===== src/rtl/core/edt_pkg.sv =====
// Types and constants shared by the event deadline timer table files
`timescale 1ns / 1ps

package edt_pkg;

  localparam int SLOTS  = 16;
  localparam int SLOT_W = 4;
  localparam int IDX_W  = $clog2(SLOTS + 1);
  localparam int TIME_W = 32;
  localparam int DUR_W  = 31;
  localparam int LAZY_W = 16;
  localparam logic [LAZY_W-1:0] LAZY_RESET = 16'd300;

  typedef enum logic [1:0] {
    REQ_ADD,
    REQ_DELETE,
    REQ_EXPIRE,
    REQ_NEAREST
  } req_t;

  typedef enum logic [2:0] {
    KIND_ADDED,
    KIND_KEPT,
    KIND_DELETED,
    KIND_DEL_IGNORED,
    KIND_EXPIRED,
    KIND_NONE_EXPIRED,
    KIND_NEAREST,
    KIND_NONE_ARMED
  } kind_t;

  typedef enum logic [2:0] {
    ST_IDLE,
    ST_ADD_CHECK,
    ST_SCAN,
    ST_DECIDE,
    ST_PUSH
  } state_t;

endpackage


===== src/rtl/core/event_deadline_timer_table_top.sv =====
// Event deadline timer table: slot table with lazy re-arm, expiry and nearest query
// Add: ADD_CHECK, then PUSH; delete: straight to PUSH; one word in flight at a time.
// Nearest: a scan, DECIDE, PUSH; expire: one scan per expired slot plus one final scan.
// Each search reads the deadline memory through its one read port, one slot per cycle.
// A new word is taken once the previous request has queued its last result word.
// Synchronous active-high rst clears the armed flags, the control and lazy_delay to 300.
`timescale 1ns / 1ps

module event_deadline_timer_table_top (
  input  logic                           clk,
  input  logic                           rst,
  input  logic                           cfg_wen,
  input  logic [edt_pkg::LAZY_W-1:0]     cfg_wdata,
  input  logic                           in_valid,
  output logic                           in_stall,
  input  logic [1:0]                     req_type,
  input  logic [edt_pkg::SLOT_W-1:0]     slot,
  input  logic [edt_pkg::TIME_W-1:0]     now,
  input  logic [edt_pkg::DUR_W-1:0]      duration,
  output logic                           out_valid,
  input  logic                           out_stall,
  output logic [2:0]                     kind,
  output logic [edt_pkg::SLOT_W-1:0]     slot_out,
  output logic [edt_pkg::DUR_W-1:0]      remaining,
  output logic                           last
);
  import edt_pkg::*;

  state_t              state, state_next;
  logic [LAZY_W-1:0]   lazy_delay;
  req_t                req;
  logic [SLOT_W-1:0]   req_slot;
  logic [TIME_W-1:0]   req_now;
  logic [TIME_W-1:0]   key;
  logic [SLOTS-1:0]    armed;

  logic [TIME_W-1:0]   mem [SLOTS];
  logic [TIME_W-1:0]   rd_data;
  logic                rd_en;
  logic [SLOT_W-1:0]   rd_addr;
  logic                wr_en;

  logic [IDX_W-1:0]    idx;
  logic                rd_vld;
  logic [SLOT_W-1:0]   rd_idx;
  logic                best_ok;
  logic [SLOT_W-1:0]   best_slot;
  logic [TIME_W-1:0]   best_dl;
  logic                held_ok;
  logic [SLOT_W-1:0]   held_slot;

  kind_t               pend_kind;
  logic [SLOT_W-1:0]   pend_slot;
  logic [DUR_W-1:0]    pend_rem;
  logic                pend_last;
  logic                pend_rescan;

  logic                accept;
  logic                out_free;
  logic                scan_more;
  logic [TIME_W-1:0]   diff;
  logic [TIME_W-1:0]   mag;
  logic                lazy_hit;
  logic                due;
  logic [TIME_W-1:0]   near_d;
  logic [DUR_W-1:0]    near_rem;

  assign accept    = in_valid && !in_stall;
  assign out_free  = !out_valid || !out_stall;
  assign scan_more = idx < IDX_W'(SLOTS);

  assign diff     = key - rd_data;
  assign mag      = diff[TIME_W-1] ? (~diff + TIME_W'(1)) : diff;
  assign lazy_hit = armed[req_slot] && (mag < TIME_W'(lazy_delay));
  assign due      = best_ok && (best_dl <= req_now);
  assign near_d   = best_dl - req_now;
  assign near_rem = (near_d != '0 && !near_d[TIME_W-1]) ? near_d[DUR_W-1:0] : '0;

  always_comb begin
    state_next = state;
    case (state)
      ST_IDLE: begin
        if (accept) begin
          case (req_t'(req_type))
            REQ_ADD:    state_next = ST_ADD_CHECK;
            REQ_DELETE: state_next = ST_PUSH;
            default:    state_next = ST_SCAN;
          endcase
        end
      end
      ST_ADD_CHECK: state_next = ST_PUSH;
      ST_SCAN: begin
        if (!scan_more && !rd_vld) begin
          state_next = ST_DECIDE;
        end
      end
      ST_DECIDE: begin
        if (req == REQ_EXPIRE && due && !held_ok) begin
          state_next = ST_SCAN;
        end else begin
          state_next = ST_PUSH;
        end
      end
      ST_PUSH: begin
        if (out_free) begin
          state_next = pend_rescan ? ST_SCAN : ST_IDLE;
        end
      end
      default: state_next = ST_IDLE;
    endcase
  end

  always_comb begin
    in_stall = 1'b1;
    rd_en    = 1'b0;
    rd_addr  = idx[SLOT_W-1:0];
    wr_en    = 1'b0;
    case (state)
      ST_IDLE: begin
        in_stall = rst;
        rd_en    = accept && (req_t'(req_type) == REQ_ADD);
        rd_addr  = slot;
      end
      ST_ADD_CHECK: wr_en = !lazy_hit;
      ST_SCAN:      rd_en = scan_more;
      default: begin
        in_stall = 1'b1;
      end
    endcase
  end

  always_ff @(posedge clk) begin
    if (wr_en) begin
      mem[req_slot] <= key;
    end
    if (rd_en) begin
      rd_data <= mem[rd_addr];
    end
  end

  always_ff @(posedge clk) begin
    if (rst) begin
      state      <= ST_IDLE;
      lazy_delay <= LAZY_RESET;
      armed      <= '0;
      out_valid  <= 1'b0;
      rd_vld     <= 1'b0;
      best_ok    <= 1'b0;
      held_ok    <= 1'b0;
      idx        <= '0;
    end else begin
      state <= state_next;
      if (cfg_wen) begin
        lazy_delay <= cfg_wdata;
      end
      if (state == ST_PUSH && out_free) begin
        out_valid <= 1'b1;
        kind      <= pend_kind;
        slot_out  <= pend_slot;
        remaining <= pend_rem;
        last      <= pend_last;
      end else if (!out_stall) begin
        out_valid <= 1'b0;
      end
      case (state)
        ST_IDLE: begin
          if (accept) begin
            req         <= req_t'(req_type);
            req_slot    <= slot;
            req_now     <= now;
            key         <= now + TIME_W'(duration);
            idx         <= '0;
            rd_vld      <= 1'b0;
            best_ok     <= 1'b0;
            held_ok     <= 1'b0;
            pend_slot   <= slot;
            pend_rem    <= '0;
            pend_last   <= 1'b1;
            pend_rescan <= 1'b0;
            pend_kind   <= armed[slot] ? KIND_DELETED : KIND_DEL_IGNORED;
            if (req_t'(req_type) == REQ_DELETE) begin
              armed[slot] <= 1'b0;
            end
          end
        end
        ST_ADD_CHECK: begin
          pend_kind <= lazy_hit ? KIND_KEPT : KIND_ADDED;
          if (!lazy_hit) begin
            armed[req_slot] <= 1'b1;
          end
        end
        ST_SCAN: begin
          rd_vld <= scan_more;
          rd_idx <= idx[SLOT_W-1:0];
          if (scan_more) begin
            idx <= idx + IDX_W'(1);
          end
          if (rd_vld && armed[rd_idx] && (!best_ok || rd_data < best_dl)) begin
            best_ok   <= 1'b1;
            best_slot <= rd_idx;
            best_dl   <= rd_data;
          end
        end
        ST_DECIDE: begin
          idx     <= '0;
          rd_vld  <= 1'b0;
          best_ok <= 1'b0;
          if (req == REQ_NEAREST) begin
            pend_kind   <= best_ok ? KIND_NEAREST : KIND_NONE_ARMED;
            pend_slot   <= best_ok ? best_slot : '0;
            pend_rem    <= best_ok ? near_rem : '0;
            pend_last   <= 1'b1;
            pend_rescan <= 1'b0;
          end else if (due) begin
            armed[best_slot] <= 1'b0;
            held_ok          <= 1'b1;
            held_slot        <= best_slot;
            pend_kind        <= KIND_EXPIRED;
            pend_slot        <= held_slot;
            pend_rem         <= '0;
            pend_last        <= 1'b0;
            pend_rescan      <= 1'b1;
          end else begin
            pend_kind   <= held_ok ? KIND_EXPIRED : KIND_NONE_EXPIRED;
            pend_slot   <= held_ok ? held_slot : '0;
            pend_rem    <= '0;
            pend_last   <= 1'b1;
            pend_rescan <= 1'b0;
          end
        end
        default: begin
          rd_vld <= 1'b0;
        end
      endcase
    end
  end

endmodule


===== config.mk =====
export PLATFORM = sky130hd
export DESIGN_NAME = event_deadline_timer_table_top
export DESIGN_NICKNAME = d
export VERILOG_FILES = /design/src/rtl/core/edt_pkg.sv /design/src/rtl/core/event_deadline_timer_table_top.sv
export SDC_FILE = /design/constraint.sdc
export NUM_CORES = 1
export LEC_CHECK = 0
export BUFFER_PORTS_ARGS = -buffer_cell sky130_fd_sc_hd__buf_2
export CAP_MARGIN = 40
export CORE_ASPECT_RATIO = 1.75
export CORE_MARGIN = 4
export CORE_UTILIZATION = 55
export DETAILED_ROUTE_END_ITERATION = 10
export PLACE_DENSITY_LB_ADDON = 0.05
export SLEW_MARGIN = 25
export SYNTH_ARGS = -nofsm -noshare
export SYNTH_HDL_FRONTEND = slang
export SYNTH_SLANG_ARGS = --single-unit

===== constraint.sdc =====
create_clock -name clk -period 17.2 [get_ports clk]
set_input_delay 1.72 -clock clk [delete_from_list [all_inputs] [get_ports clk]]
set_output_delay 1.72 -clock clk [all_outputs]
set_load 0.05 [all_outputs]

### Yosys cells after proc, flatten, opt, wreduce, memory -nomap -nowiden

Memories as Yosys holds them, arrays and structs flattened. A register that Yosys moved wholly into a read port is not among the register bits.
Cells that the tools add are included.

| word-level totals | value |
|---|---|
| register bits after elaboration | 237 |
| RAM bits | 512 |
| input bits | 90 |
| output and inout bits | 41 |
| logic and storage cells | 182 |
| memories | 1 |

Memories:

| name | words | bits a word | rd ports | clocked after memory_dff | wr ports | line | RTL |
|---|---|---|---|---|---|---|---|
| mem | 16 | 32 | 1 | 1 | 1 | event_deadline_timer_table_top.sv:37 | `logic [TIME_W-1:0] mem [SLOTS];` |

| cells by class | value |
|---|---|
| $add $sub $neg | 5 |
| order comparisons | 11 |
| eq/ne operators | 17 |
| mux-type cells | 70 |
| bitwise operators | 9 |
| reductions and logical operators | 44 |

Operators by type and width:

| kind | count |
|---|---|
| 2-to-1 mux 31 bit | 4 |
| 2-to-1 mux 16 bit | 5 |
| subtractor 32 bit | 2 |
| one-hot mux 31 bit (2 select lines) | 1 |
| one-hot mux 16 bit (3 select lines) | 1 |
| adder 32 x 1 -> 32 bit, second input constant | 1 |
| adder 32 x 31 -> 32 bit | 1 |
| bitwise AND 16 bit | 2 |
| less-or-equal comparator 32 bit | 1 |
| less-than comparator 32 x 16 -> 1 bit | 1 |
| less-than comparator 32 bit | 1 |
| 2-to-1 mux 32 bit | 1 |
| inverter 16 bit | 2 |
| inverter 32 bit | 1 |
| nonzero test 32 bit | 1 |
| 2-to-1 mux 1 bit | 26 |
| 2-to-1 mux 4 bit | 6 |
| AND reduction 3 bit | 7 |
| less-than comparator 4 x 5 -> 1 bit, second input constant | 4 |
| != test 2 bit, second input constant | 9 |
| OR 16 bit | 1 |
| 2-to-1 mux 3 bit | 5 |
| one-hot mux 3 bit (5 select lines) | 1 |
| one-hot mux 5 bit (3 select lines) | 1 |
| other kinds (29) | 71 |

### Longest topological paths before layout

Gate-level depths: netlist (run 1).

| logic depth | value |
|---|---|
| depth in word-level cells | 10 |
| mapped depth | 28 |
| gate-level depth less buffers | 25 |

### Worst setup path before layout (run 1)

Ideal clock, no wire load.

| path | value |
|---|---|
| path type | reg2reg |
| from | register key[18] |
| to | memory mem[1][0] (enable) |
| setup time | 0.421 ns |
| arrival time | 6.389 ns |
| required time | 16.779 ns |
| path slack | 10.390 ns |
| cell stages (with the launch flop) | 27 |
| path buffers | 3 |
| clock period less this slack | 6.810 ns |
| cells stage by stage | edfxtp_1 -> ha_1 -> clkbuf_1 -> a21oi_1 -> o21ai_1 -> a221o_1 -> o2bb2ai_1 -> a21oi_1 -> nor2_1 -> a211oi_1 -> clkbuf_1 -> clkbuf_1 -> o21ai_0 -> ha_1 -> a21boi_0 -> o21a_1 -> o21a_1 -> o21ai_0 -> a21oi_1 -> nor3_1 -> nor4_1 -> nor3_1 -> o2111ai_1 -> nor4_2 -> o2111ai_4 -> nand4b_4 -> nor2_1 |

| between the ends | value |
|---|---|
| longest elaborated chain between the ends | 10 |

RTL lines:

| element | line | RTL |
|---|---|---|
| start, declared | event_deadline_timer_table_top.sv:34 | `logic [TIME_W-1:0] key;` |
| start signal, assigned | event_deadline_timer_table_top.sv:171 | `key <= now + TIME_W'(duration);` |
| subtractor 32 bit * | event_deadline_timer_table_top.sv:72 | `assign diff = key - rd_data;` |
| inverter 32 bit | event_deadline_timer_table_top.sv:73 | `assign mag = diff[TIME_W-1] ? (~diff + TIME_W'(1)) : diff;` |
| adder 32 x 1 -> 32 bit | event_deadline_timer_table_top.sv:73 |  |
| 2-to-1 mux 32 bit * | event_deadline_timer_table_top.sv:73 |  |
| less-than comparator 32 x 16 -> 1 bit * | event_deadline_timer_table_top.sv:74 | `assign lazy_hit = armed[req_slot] && (mag < TIME_W'(lazy_delay));` |
| logical AND 1 bit * | event_deadline_timer_table_top.sv:74 |  |
| logical NOT 1 bit * | -- |  |
| 2-to-1 mux 1 bit * | event_deadline_timer_table_top.sv:118 | `case (state)` |
| 2-to-1 mux 1 bit * | event_deadline_timer_table_top.sv:133 | `if (wr_en) begin` |
| 2-to-1 mux 1 bit (not written as such) * | event_deadline_timer_table_top.sv:134 | `mem[req_slot] <= key;` |
| end, declared | event_deadline_timer_table_top.sv:37 |  |

Every way passes the cells marked *; elsewhere a longest branch is shown, timed or not.

### Final worst setup path (run 1)

| path | value |
|---|---|
| from | register key[9] |
| to | memory mem[9][0] (enable) |

The elaborated chain is that of the path after synthesis.

==> flow_metrics.py, run 1 <==
metrics = {
    "sta": {
        "hold_ws_ns": 0.412,
        "worstMarginPinSlew_ns": 0.879,
        "layout_min_cycle_time_ns": 6.72,
        "max-slew-margin-rel": 0.414,
        "post-route-period-util": 0.391,
        "setup-violations-final": 0,
        "skew_ns": 0.0167,
        "final-hold-violation-count": 0,
        "tns_ns": 0,
        "drv_slew": 0,
        "rsz0062_at_grt": "no",
        "max_freq_mhz": 149,
    },
    "yosys": {
        "yosys-top-cells-area": "edfxtp_1 (61%), mux4_2 (8.8%), ha_1 (4.9%), dfxtp_1 (2.4%), nor2_1 (1.7%)",
        "synth_ff_type": "edfxtp_1",
        "synth.distinct_cells": 95,
        "synth_edf_count": 737,
        "yosysMostFrequentCell": "edfxtp_1",
        "syn_area_sq_um": 36500,
        "yosys_warnings": 0,
        "ys_seq_elements": 781,
        "ys_seq_area_frac": 0.630,
        "netlist_instances": 2529,
        "syn_area_per_cell_sq_um": 14.4,
        "synth_top_area_cell": "edfxtp_1",
        "synthArstFlopShare": 0,
        "synth_top_area_frac": 0.606,
        "synthTopCellsByCount": "edfxtp_1 (737), nor2_1 (169), inv_1 (161)",
        "synth_nets": 2764,
    },
    "worst_setup_path": {
        "path_class": "reg2reg",
        "r2r_start": "key[9]$_DFFE_PP_",
        "path_buf_inv": 2,
        "crit_path_start": "key[9]$_DFFE_PP_",
        "cp_common_cell": "o21ai_0",
        "worstSetupPathDepth": 26,
        "worstPathRequired_ns": 17.50,
        "cpPeakStageDelay_ns": 0.83,
        "slowest_stage": "edfxtp_1",
        "worstSetupStartpointType": "flip-flop",
        "rrSetupSlack_ns": 10.48,
        "critPathCaptureType": "flip-flop",
        "cp_max_fo": 32,
        "ff2ff_path_depth": 26,
        "critical_path_arrival_ns": 7.02,
        "cp_top_family": "compound AO/OA/AOI/OAI gates",
    },
    "clock_tree": {
        "cts_max_level": 3,
        "clk_pin_slew_ns": 0.06,
        "cts_tree": "built",
        "cts_resized": 0,
        "holdBufCountCts": 0,
        "clock_sinks": 781,
        "post-cts-setup-buffers": 0,
        "cts_made_buffers": 71,
        "clock_path_buffers": 3,
        "clk_latency_ns": 0.63,
        "cts_root_buffer": "clkbuf_16",
    },
    "detailed_routing": {
        "viasPerCell": 6.12,
        "avgRoutedWirePerCell_microns": 25.6,
        "ant_nets": 0,
        "via_count": 22115,
        "wirelength_microns": 92500,
        "drc": 0,
        "drtIter0Drc": 1366,
        "firstDrtPassIters": 5,
    },
    "die": {
        "dieArea_sq_um": 70800,
        "initial_core_util": 0.557,
        "fp.dieH_microns": 349,
        "rows": 124,
        "die_w_microns": 203,
        "num_io_pins": 131,
        "core_sq_um": 65600,
    },
    "final_layout": {
        "n_antenna_cell": 0,
        "area.growth.synth_to_final_pct": 11.8,
        "fillers": 4964,
        "drive_above_1_share": 0.184,
        "nets": 2911,
    },
    "global_routing": {
        "first_global_vias": 22952,
        "grt_start_max_net_pins": 129,
        "antenna_found_initial": 1,
        "track_usage": 0.263,
        "gr-total-overflow": 0,
        "grt_pass1_wl_microns": 139000,
    },
    "power": {
        "ir_worst_vdd_mv": 0.113,
        "p_leak_uw": 0.0143,
        "p_per_area_nw_per_um2": 113,
    },
    "min_path": {
        "whs_path_depth": 0,
        "hp-class": "reg2reg",
        "holdCritStartpoint": "pend_rem[9]$_SDFFCE_PN0P_",
    },
    "place": {
        "dp.final_hpwl_microns": 63000,
        "portBuffers": 130,
        "place.gp.congestion": 0.914,
    },
    "flow_run": {
        "max_cap_viol_count": 0,
    },
    "status": {
        "status": "completed",
    },
}
## path summary, 6_finish.rpt
path,end
worst max-delay path,mem[9][0]$_DFFE_PP_
worst min-delay path,remaining[9]$_DFFE_PP_
worst min register to register,remaining[9]$_DFFE_PP_
worst max register to register,mem[9][0]$_DFFE_PP_
## layout make-up
type	instances	area [sq um]	area share
clock inverters	35	387	0.00946
clock buffers	91	1950	0.0477
flip-flops and latches	781	23000	0.563
well taps	882	1100	0.0270
repair buffers	171	1030	0.0253
multi-input cells	1490	12800	0.312
inverters	161	606	0.0148
## layer usage
layer | part of all wire | global-route usage
met5 | 0 | 0
met4 | 0.048 | 0.113
met3 | 0.049 | 0.0344
met2 | 0.53 | 0.480
met1 | 0.37 | 0.312
## cell usage in the layout, fill, tap and decap left out, types with 11 or more instances in the layout
cell type / netlist / routed
edfxtp_1: 737 / 737
clkbuf_1: 66 / 15
clkbuf_16: 0 / 75
nor3_1: 47 / 46
nor2_4: 0 / 16
a211oi_1: 45 / 44
or3_1: 13 / 13
a31oi_1: 46 / 45
ha_1: 142 / 142
xnor2_1: 51 / 51
o22ai_1: 22 / 22
nand4_1: 28 / 28
nor2b_1: 19 / 18
buf_2: 12 / 132
xor2_1: 33 / 33
and3_1: 17 / 17
and2_1: 41 / 41
inv_1: 161 / 160
dfxtp_1: 44 / 44
o21a_1: 23 / 23
or2_2: 12 / 12
a21o_1: 48 / 48
a21oi_1: 95 / 95
clkinv_2: 0 / 11
o21ai_0: 79 / 79
nand2_1: 151 / 151
nor2_1: 169 / 153
mux2i_1: 22 / 17
buf_4: 1 / 32
clkinv_1: 0 / 11
mux4_2: 142 / 142
nand3_1: 34 / 34
nand2b_1: 24 / 24
a221oi_2: 13 / 13
o211ai_1: 15 / 15
## sequential cells by signal, indices dropped and copies added (netlist names), 16 cells and up
| name | cells |
|---|---|
| pend_rem | 31 |
| best_dl | 32 |
| mem | 512 |
| armed | 16 |
| key | 32 |
| rd_data | 32 |
| req_now | 32 |
| remaining | 31 |
| lazy_delay | 16 |
## worst register-to-register path, stage by stage (launching register included)
cell and delay (ns):
edfxtp_1 0.83, ha_1 0.49, o21ai_0 0.30, o21ba_2 0.21, o22ai_1 0.09, a21o_1 0.24, a21oi_1 0.28, nor2_1 0.12
a211oi_2 0.15, buf_4 0.28, nand2_1 0.10, o21ai_0 0.11, ha_1 0.27, a21boi_0 0.13, o21a_1 0.18, o21a_1 0.16
o21ai_0 0.13, a21oi_1 0.08, nor3_1 0.22, nor4_1 0.09, nor3_1 0.28, o2111ai_1 0.22, nor4_2 0.36, o2111ai_4 0.29
nand4b_4 0.35, nor2_4 0.05, buf_4 0.35
## through the flow
step	total power [uW]	setup slack [ns]	instance area (sq um)	cells	util
floorplan	2810	10.39	36500	2529	-
global placement	3050	10.71	38400	3479	0.585
detailed placement	3070	10.49	38500	3484	0.587
CTS	4660	10.47	40800	3610	0.622
global route	4830	10.10	40900	3611	0.622
finish	4620	10.48	40900	3611	0.622
## kinds of logic (layout without fill, tap and decap cells)
family | after synthesis | count (layout) | synth area share
simple gates | 598 | 598 | 0.0818
xor+xnor | 86 | 86 | 0.0210
flops | 781 | 781 | 0.630
buf+inv | 258 | 458 | 0.0270
fa+ha+maj | 145 | 145 | 0.0503
compound gates | 495 | 495 | 0.0957
mux | 166 | 166 | 0.0942
## where the power goes
part | internal, uW | total [uW] | switching (uW)
logic | 331 | 825 | 495
registers | 2150 | 2200 | 57.6
clock network | 899 | 1590 | 693
Power figures use the tool's default switching activity.
==> inputs of run 2 (changes only) <==
clock period = 6.9 ns   (was 17.2 ns; I/O delays follow)
==> run 2 against run 1 <==
Against the previous run:
- register-to-register slack got worse by 9.9 ns
- hold slack lost 0.16 ns
- largest power group unchanged
- maximum frequency grew 6.0%
- global-route usage rose by 0.13 points
- count of clock-buffer cells in the layout increased by 1
- critical path type unchanged
- flip-flop and latch count is the same
- via count increased by 0.43%
==> flow_metrics.py, run 2 (same netlist as run 1, synthesis figures left out) <==
metrics = {
    "clock_tree": {
        "clock_sinks": 781,
        "clk_latency_ns": 0.64,
        "post-cts-setup-buffers": 0,
        "cts_max_level": 3,
        "cts_tree": "built",
        "cts_root_buffer": "clkbuf_16",
        "clk_pin_slew_ns": 0.06,
        "holdBufCountCts": 0,
        "clock_path_buffers": 3,
        "cts_made_buffers": 71,
        "cts_resized": 0,
    },
    "flow_run": {
        "max_cap_viol_count": 0,
    },
    "detailed_routing": {
        "drc": 0,
        "avgRoutedWirePerCell_microns": 25.6,
        "drtIter0Drc": 1497,
        "via_count": 22210,
        "wirelength_microns": 93100,
        "ant_nets": 0,
        "firstDrtPassIters": 5,
        "viasPerCell": 6.11,
    },
    "global_routing": {
        "track_usage": 0.264,
        "antenna_found_initial": 2,
        "first_global_vias": 22819,
        "gr-total-overflow": 0,
        "grt_start_max_net_pins": 73,
        "grt_pass1_wl_microns": 140000,
    },
    "final_layout": {
        "largest_reg_flops": 512,
        "final_common_cell": "edfxtp_1",
        "area.growth.synth_to_final_pct": 13.0,
        "drive_above_1_share": 0.193,
        "nets": 2935,
        "utilization": 0.629,
        "final_cells": 3637,
        "layout_common_cells": "edfxtp_1 (737), inv_1 (160), nor2_1 (153)",
        "largest_register": "mem",
    },
    "die": {
        "die_w_microns": 203,
        "rows": 124,
        "num_io_pins": 131,
        "fp.dieH_microns": 349,
        "dieArea_sq_um": 70800,
        "initial_core_util": 0.557,
        "core_sq_um": 65600,
    },
    "min_path": {
        "hp-class": "in2reg",
    },
    "worst_setup_path": {
        "cpPeakStageDelay_ns": 0.60,
        "worstSetupStartpointType": "flip-flop",
        "rrSetupSlack_ns": 0.56,
        "r2r_start": "key[6]$_DFFE_PP_",
        "cp_max_fo": 32,
        "crit_end": "mem[7][10]$_DFFE_PP_",
        "crit_path_start": "key[6]$_DFFE_PP_",
        "critical_path_arrival_ns": 6.70,
        "worstPathRequired_ns": 7.26,
        "path_class": "reg2reg",
        "critPathCaptureType": "flip-flop",
        "ff2ff_path_depth": 26,
        "timing.rr.end": "mem[7][10]$_DFFE_PP_",
        "slowest_stage": "edfxtp_1",
    },
    "power": {
        "ir_worst_vdd_mv": 0.327,
        "p_per_area_nw_per_um2": 281,
        "p_leak_uw": 0.0145,
    },
    "sta": {
        "drv_slew": 0,
        "layout_min_cycle_time_ns": 6.34,
        "final-hold-violation-count": 0,
        "worstMarginPinSlew_ns": 0.846,
        "max-slew-margin-rel": 0.434,
        "skew_ns": 0.0195,
        "hold_ws_ns": 0.255,
        "max_freq_mhz": 158,
        "postLayoutSetupSlackWorst_ns": 0.559,
        "rsz0062_at_grt": "no",
        "post-route-period-util": 0.919,
        "setup-violations-final": 0,
        "tns_ns": 0,
    },
    "place": {
        "dp_slack_ns": 0.645,
        "post-place-cells": 3508,
        "place.gp.congestion": 0.940,
        "dp.final_hpwl_microns": 64400,
        "portBuffers": 130,
    },
    "status": {
        "status": "completed",
    },
}
[run 2: how the worst min path moves through the flow]
stage	to	start	cells after the start	slack, ns
floorplan	kind[0]$_DFFE_PP_	pend_kind[0]$_DFFE_PP_	0	0.40
global placement	remaining[2]$_DFFE_PP_	pend_rem[2]$_SDFFCE_PN0P_	0	0.40
detailed placement	remaining[11]$_DFFE_PP_	pend_rem[11]$_SDFFCE_PN0P_	0	0.40
CTS	req_now[29]$_DFFE_PP_	now[29]	1	0.22
global route	req_now[29]$_DFFE_PP_	now[29]	1	0.24
finish	req_now[29]$_DFFE_PP_	now[29]	1	0.25
[run 2: critical path: cells and delay by family (launching register included)]
family	cells	cell delay [ns]
compound gates	12	2.26
simple gates	10	1.97
fa+ha+maj	2	0.79
flops	1	0.60
buf+inv	2	0.42
[run 2: area by class of cell]
cell class	count	area (sq um)
inverter	161	606
fill	4880	24300
multi-input combinational	1490	12800
tap	882	1100
clock buffer	92	1970
timing repair buffer	195	1440
sequential	781	23000
clock inverter	35	399
antenna	1	2.50
[run 2: per-layer routing]
layer / vias up / part of all wire / global-route usage
li1: 10146 / - / -
met1: 11243 / 0.37 / 0.308
met2: 659 / 0.55 / 0.492
met3: 162 / 0.044 / 0.0300
met4: 0 / 0.043 / 0.111
met5: - / 0 / 0
[run 2: through the flow]
step,area (sq um),power [uW]
after floorplan,36500,7010
after global placement,38800,7630
after detailed placement,38900,7680
after CTS,41300,11700
after global routing,41300,12100
final,41300,11600
[run 2: where the power goes]
group          switching [uW]  total (uW)  internal, uW
logic                    1290        2140           852
clock network            1740        4000          2260
registers                 102        5450          5350
==> inputs of run 3 (changes only) <==
CORE_UTILIZATION = 35   (was 55)
clock period = 7 ns   (was 6.9 ns; I/O delays follow)
==> run 3 against run 2 <==
Against the previous run:
- maximum frequency down 2.8%
- via count up 0.57%
- sequential share of layout area down 1.4 points
- flip-flop and latch count unchanged
- sequential power down 2%
- clock skew up 0.018 ns
- register-to-register slack worse by 0.08 ns
- critical path type unchanged
==> flow_metrics.py, run 3 (same netlist as run 1, synthesis figures left out) <==
metrics = {
    "detailed_routing": {
        "ant_nets": 0,
        "firstDrtPassIters": 5,
        "viasPerCell": 5.39,
        "avgRoutedWirePerCell_microns": 26.3,
        "via_count": 22337,
        "wirelength_microns": 109000,
        "drc": 0,
        "drtIter0Drc": 1170,
    },
    "worst_setup_path": {
        "path_class": "reg2reg",
        "worstSetupStartpointType": "flip-flop",
        "rrSetupSlack_ns": 0.48,
        "cp_max_fo": 32,
        "path_cells": "buf_4, fa_1, a21o_1, a22o_2, a2111oi_4, a41o_2, o211ai_1, or2_1, o21ai_0, xnor2_1, ha_1, a21o_1, a21o_1, a221o_1, nor3_1, o2111ai_1, nor4_2, o2111ai_4, nand4b_4, buf_4, nor2_4, buf_12",
        "path_buf_inv": 3,
        "cpPeakStageDelay_ns": 0.50,
        "slowest_stage": "fa_1",
        "critical_path_arrival_ns": 6.91,
        "worstPathRequired_ns": 7.38,
        "critPathCaptureType": "flip-flop",
        "cp_common_cell": "a21o_1",
        "cp_top_family": "compound AO/OA/AOI/OAI gates",
    },
    "place": {
        "placed_area_sq_um": 39700,
        "portBuffers": 130,
        "place.gp.congestion": 0.882,
        "dp.final_hpwl_microns": 77400,
    },
    "clock_tree": {
        "clk_latency_ns": 0.69,
        "cts_root_buffer": "clkbuf_16",
        "clock_sinks": 781,
        "cts_made_buffers": 78,
        "clk_pin_slew_ns": 0.07,
        "cts_max_level": 3,
        "holdBufCountCts": 0,
        "clock_path_buffers": 3,
        "cts_tree": "built",
    },
    "final_layout": {
        "drive_above_1_share": 0.204,
        "layout_common_cells": "edfxtp_1 (737), inv_1 (160), nor2_1 (153)",
        "largest_reg_flops": 512,
        "largest_register": "mem",
        "regArea_sq_um": 23000,
        "utilization": 0.409,
        "fillers": 9559,
        "final_area_sq_um": 42400,
        "area.growth.synth_to_final_pct": 16.0,
        "multi_input_area_sq_um": 12800,
        "final_common_cell": "edfxtp_1",
        "nets": 2978,
    },
    "sta": {
        "hold_ws_ns": 0.216,
        "rsz0062_at_grt": "no",
        "max-slew-margin-rel": 0.474,
        "drv_slew": 0,
        "final-hold-violation-count": 0,
        "setup-violations-final": 0,
        "worstMarginPinSlew_ns": 0.790,
        "layout_min_cycle_time_ns": 6.52,
        "max_freq_mhz": 153,
        "post-route-period-util": 0.932,
        "skew_ns": 0.0371,
        "tns_ns": 0,
    },
    "global_routing": {
        "antenna_found_initial": 0,
        "first_global_vias": 23917,
        "gr-total-overflow": 0,
        "track_usage": 0.198,
        "grt_pass1_wl_microns": 160000,
        "grt_start_max_net_pins": 56,
    },
    "die": {
        "num_io_pins": 131,
        "dieArea_sq_um": 110000,
        "die_w_microns": 252,
        "core_sq_um": 103000,
        "rows": 156,
        "initial_core_util": 0.353,
        "fp.dieH_microns": 435,
    },
    "flow_run": {
        "max_cap_viol_count": 0,
    },
    "power": {
        "ir_worst_vdd_mv": 0.179,
        "p_per_area_nw_per_um2": 283,
        "finalPower_uw": 12000,
        "p_leak_uw": 0.0148,
    },
    "min_path": {
        "hp-class": "in2reg",
    },
    "status": {
        "status": "completed",
    },
}
run 3: cell count changes in the layout (fill, tap and decap cells not counted), sizes merged:
cell and change:
clkdlybuf4s15 -1, clkinv -3, buf +37, clkbuf +8, bufinv +5, inv +4
run 3: report_power, final:
group / leakage, uW / switching [uW] / internal, uW
clock: 0.00128 / 1870 / 2540
combinational: 0.00648 / 1380 / 856
sequential: 0.00704 / 64.8 / 5270
total: 0.0148 / 3320 / 8670
run 3: metrics by stage:
stage	std cells	setup WS (ns)
2_1_floorplan	2529	0.190
3_3_place_gp	3997	0.521
6_report	4148	0.479
3_5_place_dp	4002	0.427
4_1_cts	4143	0.388
5_1_grt	4147	0.0161
run 3: final cells by class:
cell class	instances	share of cell area
repair buffers	231	0.0393
inverters	161	0.0143
multi-input cells	1490	0.301
clock buffers	100	0.0495
clock inverters	41	0.0126
diodes	1	0.0000591
flip-flops and latches	781	0.543
well taps	1343	0.0397
run 3: final timing paths:
check                                to  depth (start not counted)               startpoint
setup / recovery  mem[10][18]$_DFFE_PP_                         22         key[1]$_DFFE_PP_
hold / removal     req_now[0]$_DFFE_PP_                          1                   now[0]
setup reg to reg  mem[10][18]$_DFFE_PP_                         22         key[1]$_DFFE_PP_
hold reg to reg          last$_DFFE_PP_                          0  pend_last$_SDFFCE_PN1P_
run 3: what timing repair did:
item / CTS / global route
endpoints found under the setup margin: 0 / 56
setup buffers: 0 / 4
resized for setup: 0 / 1
run 3: layer usage:
layer / GRT usage / share of wire
met1: 0.224 / 0.38
met2: 0.374 / 0.55
met3: 0.0196 / 0.029
met4: 0.0849 / 0.043
met5: 0 / 0
